$ cat src/sv/assert_macros.svh
// Assertion macros shared by the pair scorer RTL.
// No dependencies; included inside module bodies.
`ifndef ASSERT_MACROS_SVH
`define ASSERT_MACROS_SVH

// Checked assertion, masked while reset is high.
`define RAP_ASSERT(lbl, clk, rst, prop, msg) \
   lbl: assert property (@(posedge clk) disable iff (rst) prop) else $error(msg);

// Assertion that also holds during reset.
`define RAP_ASSERT_ALWAYS(lbl, clk, prop, msg) \
   lbl: assert property (@(posedge clk) prop) else $error(msg);

`endif

$ cat src/sv/rap_pkg.sv
// Shared types, widths and constants of the pair scorer.
// No dependencies.
package rap_pkg;

   localparam int COORD_W      = 24;
   localparam int DIFF_W       = COORD_W + 1;
   localparam int SQ_SUM_W     = 2 * COORD_W + 4;
   localparam int SCALE_W      = 48;
   localparam int OUT_W        = 32;
   localparam int CSR_IDX_W    = 2;
   localparam int MUL_A_W      = (SQ_SUM_W > 32) ? SQ_SUM_W : 32;
   localparam int MUL_B_W      = 48;
   localparam int MUL_DIGIT_W  = 16;
   localparam int MUL_NDIG     = MUL_B_W / MUL_DIGIT_W;
   localparam int MUL_P_W      = MUL_A_W + MUL_B_W;
   localparam int RECIP_W      = 36;
   localparam int RECIP_SHIFT  = 35;
   localparam int SERIES_TERMS = 14;

   localparam logic [32:0] LOG2E_Q32 = 33'd6196328019;
   localparam logic [31:0] LN2_Q32   = 32'd2977044472;

   typedef enum logic [CSR_IDX_W-1:0] {
      CSR_DIST_SCALE = 2'd0,
      CSR_CONF_SCALE = 2'd1
   } csr_index_type;

   typedef struct packed {
      logic signed [COORD_W-1:0] first_x;
      logic signed [COORD_W-1:0] first_y;
      logic signed [COORD_W-1:0] first_z;
      logic signed [COORD_W-1:0] second_x;
      logic signed [COORD_W-1:0] second_y;
      logic signed [COORD_W-1:0] second_z;
      logic                      run_start;
      logic                      run_end;
   } req_type;

   typedef struct packed {
      logic        [OUT_W-1:0] probability;
      logic signed [OUT_W-1:0] dist_term;
      logic signed [OUT_W-1:0] conf_term;
      logic                    last_of_run;
   } rsp_type;

   // floor(2^35 / k) for the series divisors
   function automatic logic [RECIP_W-1:0] recip_q35(input logic [3:0] k);
      logic [RECIP_W-1:0] m;
      case (k)
         4'd1:    m = 36'd34359738368;
         4'd2:    m = 36'd17179869184;
         4'd3:    m = 36'd11453246122;
         4'd4:    m = 36'd8589934592;
         4'd5:    m = 36'd6871947673;
         4'd6:    m = 36'd5726623061;
         4'd7:    m = 36'd4908534052;
         4'd8:    m = 36'd4294967296;
         4'd9:    m = 36'd3817748707;
         4'd10:   m = 36'd3435973836;
         4'd11:   m = 36'd3123612578;
         4'd12:   m = 36'd2863311530;
         4'd13:   m = 36'd2643056797;
         4'd14:   m = 36'd2454267026;
         default: m = '0;
      endcase
      return m;
   endfunction

endpackage

$ cat src/sv/rap_mul.sv
// Shared multiplier: wide A times 48-bit B, one 16-bit digit of B per cycle.
// Depends on rap_pkg.
module rap_mul (
   input  logic                         clock,
   input  logic                         reset,
   input  logic                         start,
   input  logic [rap_pkg::MUL_A_W-1:0]  a,
   input  logic [rap_pkg::MUL_B_W-1:0]  b,
   output logic                         done,
   output logic [rap_pkg::MUL_P_W-1:0]  p
);
   import rap_pkg::*;

   localparam int CNT_W = $clog2(MUL_NDIG + 1);

   logic [MUL_A_W-1:0]             a_ff, a_in;
   logic [MUL_B_W-1:0]             b_ff, b_in;
   logic [MUL_P_W-1:0]             acc_ff, acc_in;
   logic [CNT_W-1:0]               cnt_ff, cnt_in;
   logic                           done_ff, done_in;
   logic [MUL_A_W+MUL_DIGIT_W-1:0] part;

   // partial product of the top remaining digit
   assign part = a_ff * b_ff[MUL_B_W-1 -: MUL_DIGIT_W];

   always_comb begin
      a_in    = a_ff;
      b_in    = b_ff;
      acc_in  = acc_ff;
      cnt_in  = cnt_ff;
      done_in = 1'b0;
      if (start) begin
         a_in   = a;
         b_in   = b;
         acc_in = '0;
         cnt_in = CNT_W'(MUL_NDIG);
      end else if (cnt_ff != '0) begin
         acc_in  = {acc_ff[MUL_P_W-MUL_DIGIT_W-1:0], {MUL_DIGIT_W{1'b0}}}
                   + MUL_P_W'(part);
         b_in    = {b_ff[MUL_B_W-MUL_DIGIT_W-1:0], {MUL_DIGIT_W{1'b0}}};
         cnt_in  = cnt_ff - CNT_W'(1);
         done_in = (cnt_ff == CNT_W'(1));
      end
   end

   always_ff @(posedge clock) begin
      if (reset) begin
         cnt_ff  <= '0;
         done_ff <= 1'b0;
      end else begin
         cnt_ff  <= cnt_in;
         done_ff <= done_in;
      end
      a_ff   <= a_in;
      b_ff   <= b_in;
      acc_ff <= acc_in;
   end

   assign done = done_ff;
   assign p    = acc_ff;

endmodule

$ cat src/sv/rap_score.sv
// Sequencer that scores one pair: squares, scaling and the exp series,
// all through the shared multiplier. Depends on rap_pkg, rap_mul, assert_macros.svh.
module rap_score #(
   parameter int OUT_FRAC_BITS = 16
) (
   input  logic                              clock,
   input  logic                              reset,
   input  logic                              start,
   input  logic signed [rap_pkg::DIFF_W-1:0] d_i  [3],
   input  logic        [rap_pkg::DIFF_W-1:0] pa_i [3],
   input  logic                              pa_en,
   input  logic        [rap_pkg::DIFF_W-1:0] na_i [3],
   input  logic                              na_en,
   input  logic                              last,
   input  logic        [rap_pkg::SCALE_W-1:0] dist_scale,
   input  logic        [rap_pkg::SCALE_W-1:0] conf_scale,
   output logic                              idle,
   output logic                              res_valid,
   input  logic                              res_ready,
   output rap_pkg::rsp_type                  res
);
   import rap_pkg::*;
   `include "assert_macros.svh"

   localparam int SH     = 40 - OUT_FRAC_BITS;
   localparam int T_W    = OUT_FRAC_BITS + 40;
   localparam int AX_W   = OUT_FRAC_BITS + 6;
   localparam int V_W    = 31;
   localparam logic signed [32:0] EXP_LIM = 33'sd32 <<< OUT_FRAC_BITS;

   typedef enum logic [1:0] {ST_IDLE, ST_ISSUE, ST_WAIT, ST_FIN} state_type;
   typedef enum logic [2:0] {OP_SQ, OP_DT, OP_CT, OP_T, OP_R, OP_TR, OP_DV} op_type;

   state_type                  state_ff, state_in;
   op_type                     op_ff, op_in;
   logic [1:0]                 ax_ff, ax_in, ph_ff, ph_in;
   logic [3:0]                 k_ff, k_in;
   logic signed [DIFF_W-1:0]   d_ff [3];
   logic [DIFF_W-1:0]          pa_ff [3], na_ff [3];
   logic                       pa_en_ff, na_en_ff, last_ff;
   logic [SQ_SUM_W-1:0]        dsq_ff, dsq_in, csq_ff, csq_in;
   logic signed [OUT_W-1:0]    dt_ff, dt_in, ct_ff, ct_in;
   logic [7:0]                 n_ff, n_in;
   logic [31:0]                f32_ff, f32_in;
   logic [29:0]                r_ff, r_in;
   logic [V_W-1:0]             term_ff, term_in, v_ff, v_in;
   logic [32:0]                sum_ff, sum_in;

   logic                       mul_start, mul_done;
   logic [MUL_A_W-1:0]         mul_a;
   logic [MUL_B_W-1:0]         mul_b;
   logic [MUL_P_W-1:0]         mul_p;

   rap_mul u_mul (
      .clock (clock),
      .reset (reset),
      .start (mul_start),
      .a     (mul_a),
      .b     (mul_b),
      .done  (mul_done),
      .p     (mul_p)
   );

   // square operands: |d|, and its change against the neighbors
   logic [DIFF_W-1:0]   abs_d, sq_op;
   logic signed [DIFF_W:0] dp, dn;
   always_comb begin
      abs_d = d_ff[ax_ff][DIFF_W-1] ? DIFF_W'(-d_ff[ax_ff]) : DIFF_W'(d_ff[ax_ff]);
      dp    = $signed({1'b0, abs_d}) - $signed({1'b0, pa_ff[ax_ff]});
      dn    = $signed({1'b0, abs_d}) - $signed({1'b0, na_ff[ax_ff]});
      unique case (ph_ff)
         2'd0:    sq_op = abs_d;
         2'd1:    sq_op = !pa_en_ff ? '0 : (dp[DIFF_W] ? DIFF_W'(-dp) : DIFF_W'(dp));
         default: sq_op = !na_en_ff ? '0 : (dn[DIFF_W] ? DIFF_W'(-dn) : DIFF_W'(dn));
      endcase
   end

   // clamped exp argument
   logic signed [32:0] x_sum, x_cl, x_abs;
   logic               x_neg;
   always_comb begin
      x_sum = {dt_ff[OUT_W-1], dt_ff} + {ct_ff[OUT_W-1], ct_ff};
      priority if (x_sum > EXP_LIM)  x_cl = EXP_LIM;
      else if (x_sum < -EXP_LIM)     x_cl = -EXP_LIM;
      else                           x_cl = x_sum;
      x_neg = x_cl[32];
      x_abs = x_neg ? -x_cl : x_cl;
   end

   // scale magnitudes
   logic [SCALE_W-1:0] dist_mag, conf_mag;
   assign dist_mag = dist_scale[SCALE_W-1] ? -dist_scale : dist_scale;
   assign conf_mag = conf_scale[SCALE_W-1] ? -conf_scale : conf_scale;

   // multiplier operand select
   always_comb begin
      unique case (op_ff)
         OP_SQ: begin mul_a = MUL_A_W'(sq_op);       mul_b = MUL_B_W'(sq_op); end
         OP_DT: begin mul_a = MUL_A_W'(dsq_ff);      mul_b = MUL_B_W'(dist_mag); end
         OP_CT: begin mul_a = MUL_A_W'(csq_ff);      mul_b = MUL_B_W'(conf_mag); end
         OP_T:  begin mul_a = MUL_A_W'(x_abs[AX_W-1:0]); mul_b = MUL_B_W'(LOG2E_Q32); end
         OP_R:  begin mul_a = MUL_A_W'(f32_ff);      mul_b = MUL_B_W'(LN2_Q32); end
         OP_TR: begin mul_a = MUL_A_W'(term_ff);     mul_b = MUL_B_W'(r_ff); end
         default: begin mul_a = MUL_A_W'(v_ff);      mul_b = MUL_B_W'(recip_q35(k_ff)); end
      endcase
   end
   assign mul_start = (state_ff == ST_ISSUE);

   // scaled term: round half away from zero, saturate
   logic               scale_neg, scale_sat;
   logic [MUL_P_W-1:0] rnd_sum, q_full;
   logic [OUT_W:0]     lim;
   logic [OUT_W-1:0]   q_sat;
   logic signed [OUT_W-1:0] term_val;
   always_comb begin
      scale_neg = (op_ff == OP_DT) ? dist_scale[SCALE_W-1] : conf_scale[SCALE_W-1];
      rnd_sum   = mul_p + (MUL_P_W'(1) << (SH - 1));
      q_full    = rnd_sum >> SH;
      lim       = scale_neg ? {2'b01, {(OUT_W-1){1'b0}}} : {2'b00, {(OUT_W-1){1'b1}}};
      scale_sat = q_full > MUL_P_W'(lim);
      q_sat     = scale_sat ? lim[OUT_W-1:0] : q_full[OUT_W-1:0];
      term_val  = scale_neg ? -$signed(q_sat) : $signed(q_sat);
   end

   // exp split, series divide correction
   logic signed [T_W-1:0]   t_s, n_full;
   logic [V_W-1:0]          q0, q_div;
   logic [V_W+4:0]          rem;
   always_comb begin
      t_s    = x_neg ? -$signed(mul_p[T_W-1:0]) : $signed(mul_p[T_W-1:0]);
      n_full = t_s >>> (OUT_FRAC_BITS + 32);
      q0     = mul_p[RECIP_SHIFT+V_W-1:RECIP_SHIFT];
      rem    = (V_W+5)'(v_ff) - (V_W+5)'(q0) * (V_W+5)'(k_ff);
      q_div  = (rem >= (V_W+5)'(k_ff)) ? q0 + V_W'(1) : q0;
   end

   // final scale of the series sum by 2^(n + frac - 30)
   logic [8:0]   s_exp, rsh;
   logic [33:0]  sh_up, rr;
   logic [31:0]  prob;
   always_comb begin
      s_exp = 9'({n_ff[7], n_ff} + 9'(OUT_FRAC_BITS) - 9'd30);
      rsh   = -s_exp;
      sh_up = (s_exp == 9'd1) ? {sum_ff, 1'b0} : {1'b0, sum_ff};
      rr    = ({1'b0, sum_ff} + (34'd1 << (rsh[4:0] - 5'd1))) >> rsh[4:0];
      priority if (!s_exp[8] && s_exp >= 9'd2) prob = '1;
      else if (!s_exp[8])        prob = (sh_up > 34'hFFFF_FFFF) ? '1 : sh_up[31:0];
      else if (rsh[8:5] != '0)   prob = '0;
      else                       prob = rr[31:0];
   end

   // sequencer
   always_comb begin
      state_in = state_ff;
      op_in    = op_ff;
      ax_in    = ax_ff;
      ph_in    = ph_ff;
      k_in     = k_ff;
      dsq_in   = dsq_ff;
      csq_in   = csq_ff;
      dt_in    = dt_ff;
      ct_in    = ct_ff;
      n_in     = n_ff;
      f32_in   = f32_ff;
      r_in     = r_ff;
      term_in  = term_ff;
      v_in     = v_ff;
      sum_in   = sum_ff;
      unique case (state_ff)
         ST_IDLE: begin
            if (start) begin
               state_in = ST_ISSUE;
               op_in    = OP_SQ;
               ax_in    = '0;
               ph_in    = '0;
               dsq_in   = '0;
               csq_in   = '0;
            end
         end
         ST_ISSUE: state_in = ST_WAIT;
         ST_WAIT: begin
            if (mul_done) begin
               state_in = ST_ISSUE;
               unique case (op_ff)
                  OP_SQ: begin
                     if (ph_ff == 2'd0) dsq_in = dsq_ff + mul_p[SQ_SUM_W-1:0];
                     else               csq_in = csq_ff + mul_p[SQ_SUM_W-1:0];
                     if (ph_ff == 2'd2) begin
                        ph_in = '0;
                        if (ax_ff == 2'd2) op_in = OP_DT;
                        else               ax_in = ax_ff + 2'd1;
                     end else begin
                        ph_in = ph_ff + 2'd1;
                     end
                  end
                  OP_DT: begin dt_in = term_val; op_in = OP_CT; end
                  OP_CT: begin ct_in = term_val; op_in = OP_T;  end
                  OP_T: begin
                     n_in   = n_full[7:0];
                     f32_in = t_s[OUT_FRAC_BITS+31 -: 32];
                     op_in  = OP_R;
                  end
                  OP_R: begin
                     r_in    = mul_p[63:34];
                     term_in = V_W'(1) << 30;
                     sum_in  = 33'd1 << 30;
                     k_in    = 4'd1;
                     op_in   = OP_TR;
                  end
                  OP_TR: begin v_in = mul_p[V_W+29:30]; op_in = OP_DV; end
                  default: begin
                     term_in = q_div;
                     sum_in  = sum_ff + 33'(q_div);
                     if (k_ff == 4'(SERIES_TERMS)) begin
                        state_in = ST_FIN;
                     end else begin
                        k_in  = k_ff + 4'd1;
                        op_in = OP_TR;
                     end
                  end
               endcase
            end
         end
         default: begin
            if (res_ready) state_in = ST_IDLE;
         end
      endcase
   end

   always_ff @(posedge clock) begin
      if (reset) begin
         state_ff <= ST_IDLE;
         op_ff    <= OP_SQ;
      end else begin
         state_ff <= state_in;
         op_ff    <= op_in;
      end
      ax_ff   <= ax_in;
      ph_ff   <= ph_in;
      k_ff    <= k_in;
      dsq_ff  <= dsq_in;
      csq_ff  <= csq_in;
      dt_ff   <= dt_in;
      ct_ff   <= ct_in;
      n_ff    <= n_in;
      f32_ff  <= f32_in;
      r_ff    <= r_in;
      term_ff <= term_in;
      v_ff    <= v_in;
      sum_ff  <= sum_in;
      if (start && state_ff == ST_IDLE) begin
         d_ff     <= d_i;
         pa_ff    <= pa_i;
         na_ff    <= na_i;
         pa_en_ff <= pa_en;
         na_en_ff <= na_en;
         last_ff  <= last;
      end
   end

   assign idle      = (state_ff == ST_IDLE);
   assign res_valid = (state_ff == ST_FIN);
   assign res.probability = prob;
   assign res.dist_term   = dt_ff;
   assign res.conf_term   = ct_ff;
   assign res.last_of_run = last_ff;

   `RAP_ASSERT(a_done_in_wait, clock, reset, mul_done |-> state_ff == ST_WAIT, "mul done outside wait")
   `RAP_ASSERT(a_issue_then_wait, clock, reset, state_ff == ST_ISSUE |=> state_ff == ST_WAIT, "issue not followed by wait")
   `RAP_ASSERT(a_k_range, clock, reset, (state_ff == ST_WAIT && op_ff == OP_DV) |-> (k_ff >= 4'd1 && k_ff <= 4'(SERIES_TERMS)), "series index out of range")

endmodule

$ cat config.mk
export PLATFORM = sky130hd
export DESIGN_NAME = rap_score
export DESIGN_NICKNAME = d
export VERILOG_FILES = /design/src/sv/rap_pkg.sv /design/src/sv/rap_mul.sv /design/src/sv/rap_score.sv
export VERILOG_INCLUDE_DIRS = /design/src /design/src/sv
export SDC_FILE = /design/constraint.sdc
export NUM_CORES = 2
export LEC_CHECK = 0
export BUFFER_PORTS_ARGS = -buffer_cell sky130_fd_sc_hd__buf_2
export CORE_MARGIN = 2
export CORE_UTILIZATION = 60
export CTS_BUF_LIST = sky130_fd_sc_hd__clkbuf_4 sky130_fd_sc_hd__clkbuf_8
export DETAILED_ROUTE_END_ITERATION = 7
export PLACE_DENSITY = 0.83
export SETUP_SLACK_MARGIN = 0.15
export SLEW_MARGIN = 0
export SYNTH_ARGS = -nofsm -noshare
export SYNTH_HDL_FRONTEND = slang
export SYNTH_SLANG_ARGS = --single-unit
$ cat constraint.sdc
create_clock -name clock -period 11.15 [get_ports clock]
set_clock_uncertainty 0.2 [all_clocks]
set_input_delay 0.5575 -clock clock [delete_from_list [all_inputs] [get_ports clock]]
set_output_delay 0.5575 -clock clock [all_outputs]
set_load 0.005 [all_outputs]
After elaboration in Yosys (flattened, before gate mapping)
Memory sizes are Yosys's and may differ from the RTL's. A register that Yosys moved wholly into a read port is not among the register bits.
Index checks and enable logic that the tools add are counted.
Operators by class
  $add $sub $neg: 27
  $mul: 2
  order comparisons: 7
  equality and inequality tests: 25
  shift operators: 2
  multiplexer cells: 74
  bitwise logic cells: 3
  reduce and logical (&&, ||, !) cells: 27
Operators with widths (count)
  $mux W52: 7
  $pmux W52 S6: 1
  $pmux W48 S6: 1
  $mux W25: 11
  $mux W32: 7
  $pmux W52 S2: 2
  $mux W48: 4
  $bmux W25 S2: 3
  $add A52 B52 Y52: 2
  $add A100 B24 Y100 const B: 1
  $add A100 B68 Y100: 1
  $neg A48 Y48: 2
  $gt A76 B32 Y1: 1
  $neg A25 Y25: 3
  $mul A52 B16 Y68: 1
  $mux W33: 2
  $pmux W33 S2: 1
  $pmux W31 S2: 1
  $mux W56: 1
  $neg A56 Y56: 1
  $sub A25 B25 Y26: 2
  $pmux W25 S2: 1
  $ge A36 B4 Y1: 1
  $sub A31 B35 Y36: 1
  other kinds (59): 109
Word-level totals
  register bits after elaboration: 777
  memory bits (read-only): 576
  input bits: 328
  output and inout bits: 99
  logic and storage cells: 200
  memories kept: 1
Memories
  (no name shown): depth 16, width 36, rd ports 1, clocked after Yosys merged registers in 1, write ports 0, RTL line rap_pkg.sv:49  | case (k)

Logic depth before layout (Yosys ltp)
  depth in word-level cells: 13
  gate-level depth with buffers: 39
  depth with buffers taken out: 37

Hierarchy
A second synthesis with hierarchy kept.
Unflattened totals
  cells, all modules: 10158
  area, all modules: 89783.6 um^2
By module, submodules not included
  rap_score: instances 1, cells each 6144, area an instance 54055.6 um^2, seq. area each 17626.9 um^2
  rap_mul: instances 1, cells each 4014, area an instance 35728.0 um^2, seq. area each 5064.9 um^2

Least setup slack after synthesis
No wires, ideal clock.
  kind: reg-to-reg
  from: register k_ff[2]
  to: register sum_ff[31], data pin
  library setup time: 0.266 ns
  arrival: 8.623 ns
  required time: 10.684 ns
  slack: 2.061 ns
  stages on the path, launching flop included: 38
  buffers on the path: 4
  period minus slack after synthesis: 9.089 ns
  path through: edfxtp_1 -> clkbuf_1 -> clkbuf_1 -> nand2_1 -> fa_1 -> inv_1 -> fa_1 -> inv_1 -> fa_1 -> ha_1 -> clkbuf_1 -> a211oi_1 -> o21bai_1 -> nor4b_1 -> nor3_1 -> o21a_1 -> o21ba_2 -> or3_1 -> (+2 left out) -> nor4_2 -> buf_2 -> mux2i_1 -> inv_1 -> ha_1 -> a21o_1 -> a21oi_1 -> o21ai_0 -> nand4_1 -> a21o_1 -> o31a_1 -> a311oi_1 -> a41o_1 -> o211a_1 -> a21o_1 -> a31oi_1 -> xor2_1 -> nor2_1
On the way
  word-level cells in the longest chain between the ends: 6
RTL lines
  start, declared: RTL line rap_score.sv:37  | logic [3:0] k_ff, k_in;
  start signal, assigned: RTL line rap_score.sv:240  | k_ff <= k_in;
  $mul A31 B4 Y35: RTL line rap_score.sv:133  | rem = (V_W+5)'(v_ff) - (V_W+5)'(q0) * (V_W+5)'(k_ff);
  $sub A31 B35 Y36: RTL line rap_score.sv:133
  $ge A36 B4 Y1 *: RTL line rap_score.sv:134  | q_div = (rem >= (V_W+5)'(k_ff)) ? q0 + V_W'(1) : q0;
  $mux W31 *: RTL line rap_score.sv:134
  via q_div[1]: RTL line rap_score.sv:127  | logic [V_W-1:0] q0, q_div;
  $add A33 B31 Y33 *: RTL line rap_score.sv:213  | sum_in = sum_ff + 33'(q_div);
  $pmux W33 S2 *: RTL line rap_score.sv:184  | unique case (op_ff)
  end signal, assigned: RTL line rap_score.sv:250  | sum_ff <= sum_in;
  end, declared: RTL line rap_score.sv:47  | logic [32:0] sum_ff, sum_in;
Mark *: on every way through the listed nets, which the timed path passes. The rest lies on a longest branch.
A chain may end at the register's enable or synchronous reset.

Final worst setup path
  from: register k_ff[3]
  to: register sum_ff[30], data pin
The elaborated chain is that of the path after synthesis.

==> flow_summary_export.csv <==
group,metric,value,unit
timing,layout_min_cycle_time,10230,ps
worst_setup_path,critPathKind,"reg2reg",
placement,numPlacedInstances,11900,
detailed_routing,detail_route.vias_per_cell,6.58,
timing,timing.max_slew.rel_slack,-0.488,%
worst_setup_path,worstSetupEndpoint,"sum_ff[30]",
worst_setup_path,r2r_setup_slack,920,ps
grt,track_usage,44.7,%
detailed_routing,drcViolationCount,16,
cts,clock_tree_from_tritoncts,"built",
detailed_routing,finalWirelength,339000,um
worst_setup_path,worst_ep_arrival_time,10610,ps
worst_setup_path,critical_path_peak_fanout,28,
timing,hold_violations,0,
cts,cts_max_path_buffers,3,
floorplanning,starting_density_of_the_core,60.6,%
cts,cts_max_level,4,
worst_setup_path,worst_path_most_repeated_cell,"fa_1",
cts,cts-root-buf,"clkbuf_8",
detailed_routing,drt_pre_antenna_iters,8,
grt,grt_first_pass_wirelength,508000,um
layout,final_layout_size_suffix_gt1_share,9.24,%
worst_setup_path,r2r_start,"k_ff[3]",
cts,cts_made_buffers,137,
worst_setup_path,critPathBufInv,5,
floorplanning,rows,140,
logic_synthesis,synth.avg_cell_area,8.90,um2
timing,final-setup-viol-count,0,
layout,syn2layout_area_growth,10.5,%
placement,place.gp.congestion,1.09,
cts,clock_sinks,799,
min_path,hold_path.class,"in2reg",
timing,fmax,97.8,MHz
cts,path_clk_slew,70,ps
layout,finalNetCount,12100,
grt,globalRoute.totalOverflow,0,
logic_synthesis,synth_largest_area_cell,"edfxtp_1",
timing,layout_worst_path_cycle_share,91.7,%
logic_synthesis,synth.top_cells.by_area,"edfxtp_1 23%, fa_1 19%, ha_1 7.5%",
floorplanning,die_w,388,um
placement,detailed_place_hpwl,258000,um
grt,grt_pass1_vias,80600,
worst_setup_path,r2r.worst_path.cells,35,
layout,layout.cells.most_common_list,"1324 x nand2_1, 1061 x inv_1, 844 x fa_1",
logic_synthesis,synth_sequential_area_ratio,25.7,%
worst_setup_path,critPathTopFamily,"simple AND/OR/NAND/NOR gates",
worst_setup_path,timing.critical_path.from,"k_ff[3]",
detailed_routing,routed_wire_length_per_instance,27.2,um
worst_setup_path,slowest_stage,"a2111oi_0",
logic_synthesis,synthesized_instance_count,9930,
logic_synthesis,number_of_enable_type_register_cells_in_the_synthesized_netlist,669,
layout,finalNonFillerCells,12400,
logic_synthesis,synth.top_cell.area_share,22.7,%
worst_setup_path,critical_path.reg2reg.endpoint,"sum_ff[30]",
logic_synthesis,primary_flip_flop_cell_chosen_by_synthesis_mapping,"edfxtp_1",
cts,worst_skew_pair_later_pin_latency,930,ps
worst_setup_path,slowest_delay,590,ps
timing,actual_transition_at_the_worst_max_transition_pin,1490,ps
floorplanning,io_pins,427,
worst_setup_path,timing.critical_path.required,11530,ps
timing,finalMaxSlewViolations,1,
logic_synthesis,synth.cell_area,88400,um2
worst_setup_path,critPathLaunchType,"flip-flop",
job,cap_viol_max_count,1,
detailed_routing,drt_first_iter_violations,11900,
layout,layout.cells.most_common,"nand2_1",
logic_synthesis,synth_seq_cells,799,
grt,grt_start_max_net_pins,181,
timing,finalSetupTns,0,ps
detailed_routing,number_of_nets_with_antenna_violations_after_detailed_routing,0,
placement,buffers_on_ports,426,
floorplanning,floorplan.die_area,150000,um2
cts,postCtsResizedCells,0,
worst_setup_path,critPathCaptureType,"flip-flop",
floorplanning,fp.coreArea,146000,um2
status,violated_checks,"DRC, capacitance limit, slew limit",
cts,post_cts.repair.setup_buffers,0,
detailed_routing,via_count,81900,
logic_synthesis,synthesis.nets,11600,
logic_synthesis,ys_types,96,
grt,number_of_antenna_violations_at_the_first_check_in_global_routing,60,
floorplanning,die_outline_height,388,um
logic_synthesis,postSynth.asyncResetShare,0,%
worst_setup_path,stages_on_the_worst_setup_path,35,
layout,num-fill-cells,11500,
timing,rsz0062_at_grt,"no",
status,outcome,"complete, but fails checks",
logic_synthesis,yosysWarningCount,0,
cts,number_of_hold_buffers_added_after_cts,233,
==> kinds of logic (layout without fill, tap and decap cells) <==
family                   Yosys count  after routing  synth area share, %
XOR/XNOR                         592            592                 5.87
buffers and inverters           1585           2151                 6.80
AND/OR/NAND/NOR                 3261           3261                 17.2
other                              0             35                    0
AO/OA/AOI/OAI                   2134           2134                 15.7
flip-flops                       799            799                 25.7
adder cells (fa/ha/maj)         1371           1371                 26.6
multiplexers                     188            188                 2.18
==> cells in the mapped netlist (35+ instances only) <==
cell type,instances
inv_1,1063
and2_1,335
nor4_1,53
and3_1,68
o21a_1,81
nand3_1,147
nor2_1,684
a221oi_1,44
fa_1,844
mux2i_1,159
o21ai_0,427
buf_1,44
a21o_1,201
a211oi_1,89
a21oi_1,598
xor2_1,207
o22ai_1,41
o31ai_1,60
nor3_1,180
or3_1,71
nand4_1,99
o21bai_1,51
ha_1,527
nor2b_1,57
nand2b_1,80
edfxtp_1,669
o211ai_1,42
xnor2_1,385
or2_2,35
a22oi_1,39
nand2_1,1325
clkbuf_1,447
a31oi_1,103
dfxtp_1,130
a22o_1,36
==> registers in the layout, indices dropped and copies added, names as in the netlist, 8 cells and up, named ones only <==
register,flops
u_mul.a_ff,52
csq_ff,52
v_ff,31
pa_ff,75
r_ff,30
sum_ff,33
f32_ff,32
d_ff,75
na_ff,75
dsq_ff,52
dt_ff,32
n_ff,8
ct_ff,32
u_mul.b_ff,48
term_ff,31
u_mul.p,100
==> area by class of cell <==
type	count	area [um2]	share of cell area [%]
Antenna cell	35	87.6	0.0897
Clock buffer	186	2280	2.33
Clock inverter	63	581	0.595
Inverter	1073	4030	4.12
Multi-Input combinational cell	7546	59800	61.3
Sequential cell	799	22700	23.2
Tap cell	1917	2400	2.46
Timing Repair Buffer	829	5750	5.89
==> stage by stage <==
step	hold WS, ps	setup WS, ps	area [um2]	util (%)
6_report	107	924	97700	66.9
5_1_grt	88.8	353	97600	66.9
4_1_cts	11.7	1050	97600	66.9
3_5_place_dp	271	1180	92400	63.3
3_3_place_gp	260	1320	92400	63.3
2_1_floorplan	206	2060	88400	-
==> layer usage <==
metal / vias to the layer above / global-route usage, % / routed length, um
met5: - / 0.191 / 331
met4: 46 / 26.1 / 24700
met3: 1311 / 14.4 / 46800
met2: 5898 / 66.0 / 144000
met1: 39700 / 57.6 / 123000
li1: 35000 / - / -
==> worst reg2reg max path, delay by kind of cell, from the launching register on <==
family,cells,cell delay [ps]
simple gates,11,2720
fa+ha+maj,6,2570
compound gates,11,2570
buf+inv,5,940
flops,1,500
xor+xnor,2,390
==> worst min-delay path by stage <==
stage | startpoint | to | slack [ps] | cells past startpoint
floorplan | u_mul.p[63] | r_ff[29] | 210 | 0
global placement | u_mul.p[99] | u_mul.p[99] | 260 | 2
detailed placement | u_mul.p[99] | u_mul.p[99] | 270 | 2
CTS | dist_scale[41] | u_mul.b_ff[41] | 10 | 4
global route | conf_scale[46] | u_mul.b_ff[46] | 90 | 4
finish | dist_scale[6] | u_mul.b_ff[6] | 110 | 4
Power is not shown: default switching activity piles up to over one toggle a cycle in this logic, so the estimate is an artifact.
